`config.mk`:
```
export PLATFORM = sky130hd
export DESIGN_NAME = pkt_cmp
export DESIGN_NICKNAME = d
export VERILOG_FILES = /design/src/pkt_pkg.sv /design/src/pkt_cmp.sv
export SDC_FILE = /design/constraint.sdc
export NUM_CORES = 1
export LEC_CHECK = 0
export ABC_AREA = 1
export BUFFER_PORTS_ARGS = -buffer_cell sky130_fd_sc_hd__buf_2
export CAP_MARGIN = 15
export CORE_MARGIN = 2
export CORE_UTILIZATION = 41
export DETAILED_ROUTE_END_ITERATION = 7
export GPL_ROUTABILITY_DRIVEN = 0
export GPL_TIMING_DRIVEN = 0
export PLACE_DENSITY = 0.88
export SLEW_MARGIN = 20
export SYNTH_ARGS = -nofsm -noshare
export SYNTH_HDL_FRONTEND = slang
export SYNTH_SLANG_ARGS = --single-unit
```
`constraint.sdc`:
```
create_clock -name vclk -period 2.04
set_input_delay 0.204 -clock vclk [all_inputs]
set_output_delay 0.204 -clock vclk [all_outputs]
set_load 0.02 [all_outputs]
```
`src/pkt_pkg.sv`:
```
// Package for the pressed key tracker: sequencer states, request codes,
// fixed field widths and the compare unit result type. No dependencies.
package pkt_pkg;

	localparam int CODE_W = 31;
	localparam int REQ_W  = 2;

	localparam logic [REQ_W-1:0] REQ_PRESS   = 2'd0;
	localparam logic [REQ_W-1:0] REQ_RELEASE = 2'd1;
	localparam logic [REQ_W-1:0] REQ_QUERY   = 2'd2;

	typedef enum logic [2:0] {
		ST_IDLE,
		ST_SCAN1,
		ST_FIN1,
		ST_UPDATE,
		ST_SCAN2,
		ST_FIN2,
		ST_DONE
	} pkt_state_t;

	typedef struct packed {
		logic hit;     // valid slot holds the key
		logic better;  // valid slot beats the best stamp so far
	} pkt_cmp_res_t;

endpackage

```
`src/pkt_cmp.sv`:
```
// Shared compare unit: code match and stamp magnitude compare for one slot.
// Used by both table scans. Depends on pkt_pkg.
module pkt_cmp
	import pkt_pkg::*;
#(
	parameter int STAMP_W = 32
) (
	input  logic                ent_valid,
	input  logic [CODE_W-1:0]   ent_code,
	input  logic [STAMP_W-1:0]  ent_stamp,
	input  logic [CODE_W-1:0]   key,
	input  logic [STAMP_W-1:0]  best_stamp,
	input  logic                have_best,
	output pkt_cmp_res_t        res
);

	always_comb begin
		res.hit    = ent_valid && (ent_code == key);
		res.better = ent_valid && (!have_best || (ent_stamp > best_stamp));
	end

endmodule

```
* Word level (Yosys, flattened, before mapping)
Index checks and enable logic that the tools add are counted.
Word-level totals: register bits 0
Cells by class: $lt $le $gt $ge 1, equal/unequal tests 1, reductions and logical operators 4
Operators with widths (count):
- 32-bit greater-than comparator | 1
- 31-bit == test | 1
- 1-bit logical AND | 2
- 1-bit zero test | 1
- 1-bit logical OR | 1

* Longest topological paths before layout
word-level depth 3, gate-level depth with buffers 15, gate-level depth less buffers 15

* Worst setup path after synthesis
OpenSTA, ideal clock, no wires.
kind input-to-output, start in best_stamp[31], end out res[0] (netlist name), arrival time 1.261 ns, required time 1.836 ns, slack 0.575 ns, stages on the path 10, buffers on the path 0, path through inv_1 > ha_1 > nand2_1 > nor2_2 > nand2_2 > nor2_2 > nand2_1 > nand2_1 > nand2_1 > a21oi_2
RTL lines:
- start: declaration | RTL line pkt_cmp.sv:12 | input logic [STAMP_W-1:0] best_stamp,
- end: declaration | RTL line pkt_cmp.sv:14 | output pkt_cmp_res_t res

==> flow_summary_export.csv <==
group,metric,value,unit
timing,timing_worst_slew_pin_value,0.246,ns
timing,fin_crit_sh,0.841,
critical_path,worst_ep_arrival_time,1.51,ns
status,run_status,"complete, no violations",
detailed_routing,vias,1821,
final_layout,leading_cell_types_in_the_layout_fill_and_taps_excluded,"sky130_fd_sc_hd__buf_2, sky130_fd_sc_hd__inv_1, sky130_fd_sc_hd__nand2_1, sky130_fd_sc_hd__ha_1, sky130_fd_sc_hd__a21oi_1",
floorplan,coreArea,3050,um2
clocking,cts_hold_buffers,0,
floorplan,floorplan.die.width,60.8,um
floorplan,floorplan.die_area,3700,um2
logic_synthesis,total_nets_after_synthesis,387,
timing,totalNegativeSetupSlack,0,ns
detailed_routing,detail_route.wirelength,3790,um
final_layout,antennaDiodeCount,0,
hold_path,hold_end,"res[0]",
final_layout,multiInputGateArea,1080,um2
logic_synthesis,postSynthCellCount,227,
grt,grt-ovfl-total,0,
timing,achievable-frequency,583,MHz
critical_path,path_class,"in2out",
critical_path,critPathRequiredTime,1.84,ns
clocking,post_cts_buffers,0,
detailed_routing,maxUsedRoutingLayer,"met4",
power,leakage,1.34,nW
detailed_routing,remaining_drc_errors,0,
detailed_routing,met3_length,363,um
logic_synthesis,yosysUniqueCellTypes,29,
final_layout,drive_gt1_frac,0.395,
place,dp_hpwl,3630,um
grt,grt_antenna_before_repair,0,
final_layout,layout.sequential_cells,0,
critical_path,setup.worst_path.start_class,"input port",
final_layout,nets,519,
final_layout,num-clock-buffers,0,
critical_path,worst-path-max-fanout,2,
clocking,postCtsResizedCells,0,
critical_path,critical_path.max_stage_delay,0.30,ns
place,portBuffers,130,
timing,hold_viol,0,
floorplan,die_h,60.8,um
power,totalPowerFinal,0.000356,W
final_layout,filler_cell_count,292,
critical_path,timing.critical_path.cells,"buf_2 > ha_1 > a21oi_1 > nand2_1 > nand2_1 > nand3_1 > a21oi_1 > nand2_1 > nand2_1 > a21oi_2 > buf_2",
power,power.density_cell_area,175,nW/um2
floorplan,num_io_pins,130,
detailed_routing,detail_route.vias_per_cell,4.54,
final_layout,final-seq-area,0,um2
hold_path,whs_path_depth,3,
job,maxCapViolCount,0,
final_layout,most_common_cell_after_layout_fill_and_taps_aside,"sky130_fd_sc_hd__buf_2",
timing,rsz0062_at_grt,"no",
timing,final_period_minus_worst_setup_slack,1.71,ns
grt,global_route_wire_length_before_repair,5780,um
logic_synthesis,syn-mean-instance-area,5.83,um2
floorplan,rows,20,
critical_path,critical-path-top-cell-by-count,"sky130_fd_sc_hd__nand2_1",
critical_path,crit_path_end_kind,"output port",
timing,slew_headroom,0.834,
grt,grt_max_degree,4,
final_layout,areaGrowthSynthToFinish,53.4,%
detailed_routing,detail_route.first_pass.iterations,6,
floorplan,starting_density_of_the_core,0.433,
hold_path,worstHoldStart,"have_best",
detailed_routing,detailroute.wirelength.met2,2040,um
grt,first_global_vias,1666,
timing,finalSetupViolations,0,
logic_synthesis,yosysWarningCount,0,
detailed_routing,drt_iter0_drc,33,
logic_synthesis,synth_area,1320,um2
logic_synthesis,synth_sequential_area_ratio,0,
hold_path,hold_class,"in2out",
critical_path,critical-path-slowest-cell,"sky130_fd_sc_hd__ha_1",
power,ir_worst_vdd,0.0890,mV
grt,grt.total_usage,0.193,
detailed_routing,antenna_left,0,
timing,timing.final.max_slew_violations,0,
detailed_routing,post_drt_wl_per_cell,9.45,um
detailed_routing,met1Wirelength,1370,um
==> per-layer routing <==
metal  vias to the layer above  track usage
li1                        988            -
met1                       758        0.187
met2                        73        0.432
met3                         2       0.0192
met4                         0       0.0217
met5                         -            0
==> cells by family after synthesis <==
kind of cell	after synthesis	share of synthesized area
and+or+nand+nor	82	0.273
xor gates and xnor gates	8	0.0530
buffers and inverters	64	0.182
AOI/OAI and AO/OA	41	0.189
adders and majority gates	32	0.303
==> synthesized netlist by cell type (all sizes together), types with 2 or more instances <==
cell,instances,area share
nor2,18,0.062
clkinv,3,0.0085
o21ai,11,0.042
xnor2,7,0.046
nor4,3,0.014
nand4,5,0.028
a211oi,2,0.011
o22ai,5,0.024
a21oi,16,0.063
nand3,2,0.0076
nand2,52,0.15
a221oi,2,0.018
a22o,2,0.013
inv,61,0.17
ha,32,0.30
==> how the worst max path moves through the flow <==
stage	startpoint	endpoint	slack (ns)	cells past startpoint
after detailed placement	best_stamp[7]	res[0]	0.34	14
final	ent_stamp[19]	res[0]	0.33	11
after floorplan	best_stamp[31]	res[0]	0.58	10
after CTS	ent_stamp[19]	res[0]	0.34	13
after global routing	best_stamp[7]	res[0]	0.18	14
after global placement	ent_stamp[19]	res[0]	0.36	11
==> where the power goes <==
group	internal, W	switching, W	leakage (nW)
logic	0.000188	0.000168	1.34
registers	0	0	0
clock network	0	0	0
total	0.000188	0.000168	1.34
==> worst max-delay path: cells and delay by family <==
family	cells	cell delay [ns]
adders and majority gates	1	0.30
AOI/OAI and AO/OA	3	0.37
and+or+nand+nor	5	0.38
buffers and inverters	2	0.25
==> stage by stage <==
stage	utilization	setup slack, ns	std cells	instance area [um2]	hold WS (ns)
after floorplan	-	0.575	227	1320	0.485
after global placement	0.664	0.356	401	2030	0.681
after detailed placement	0.664	0.342	401	2030	0.686
after CTS	0.664	0.340	401	2030	0.686
after global routing	0.664	0.175	401	2030	0.697
final	0.664	0.325	401	2030	0.686
==> layout make-up <==
class / instances / share of cell area
Multi-Input combinational cell: 163 / 0.534
Inverter: 64 / 0.118
Tap cell: 44 / 0.0271
Timing Repair Buffer: 130 / 0.321
(Power assumes the default switching activity.)
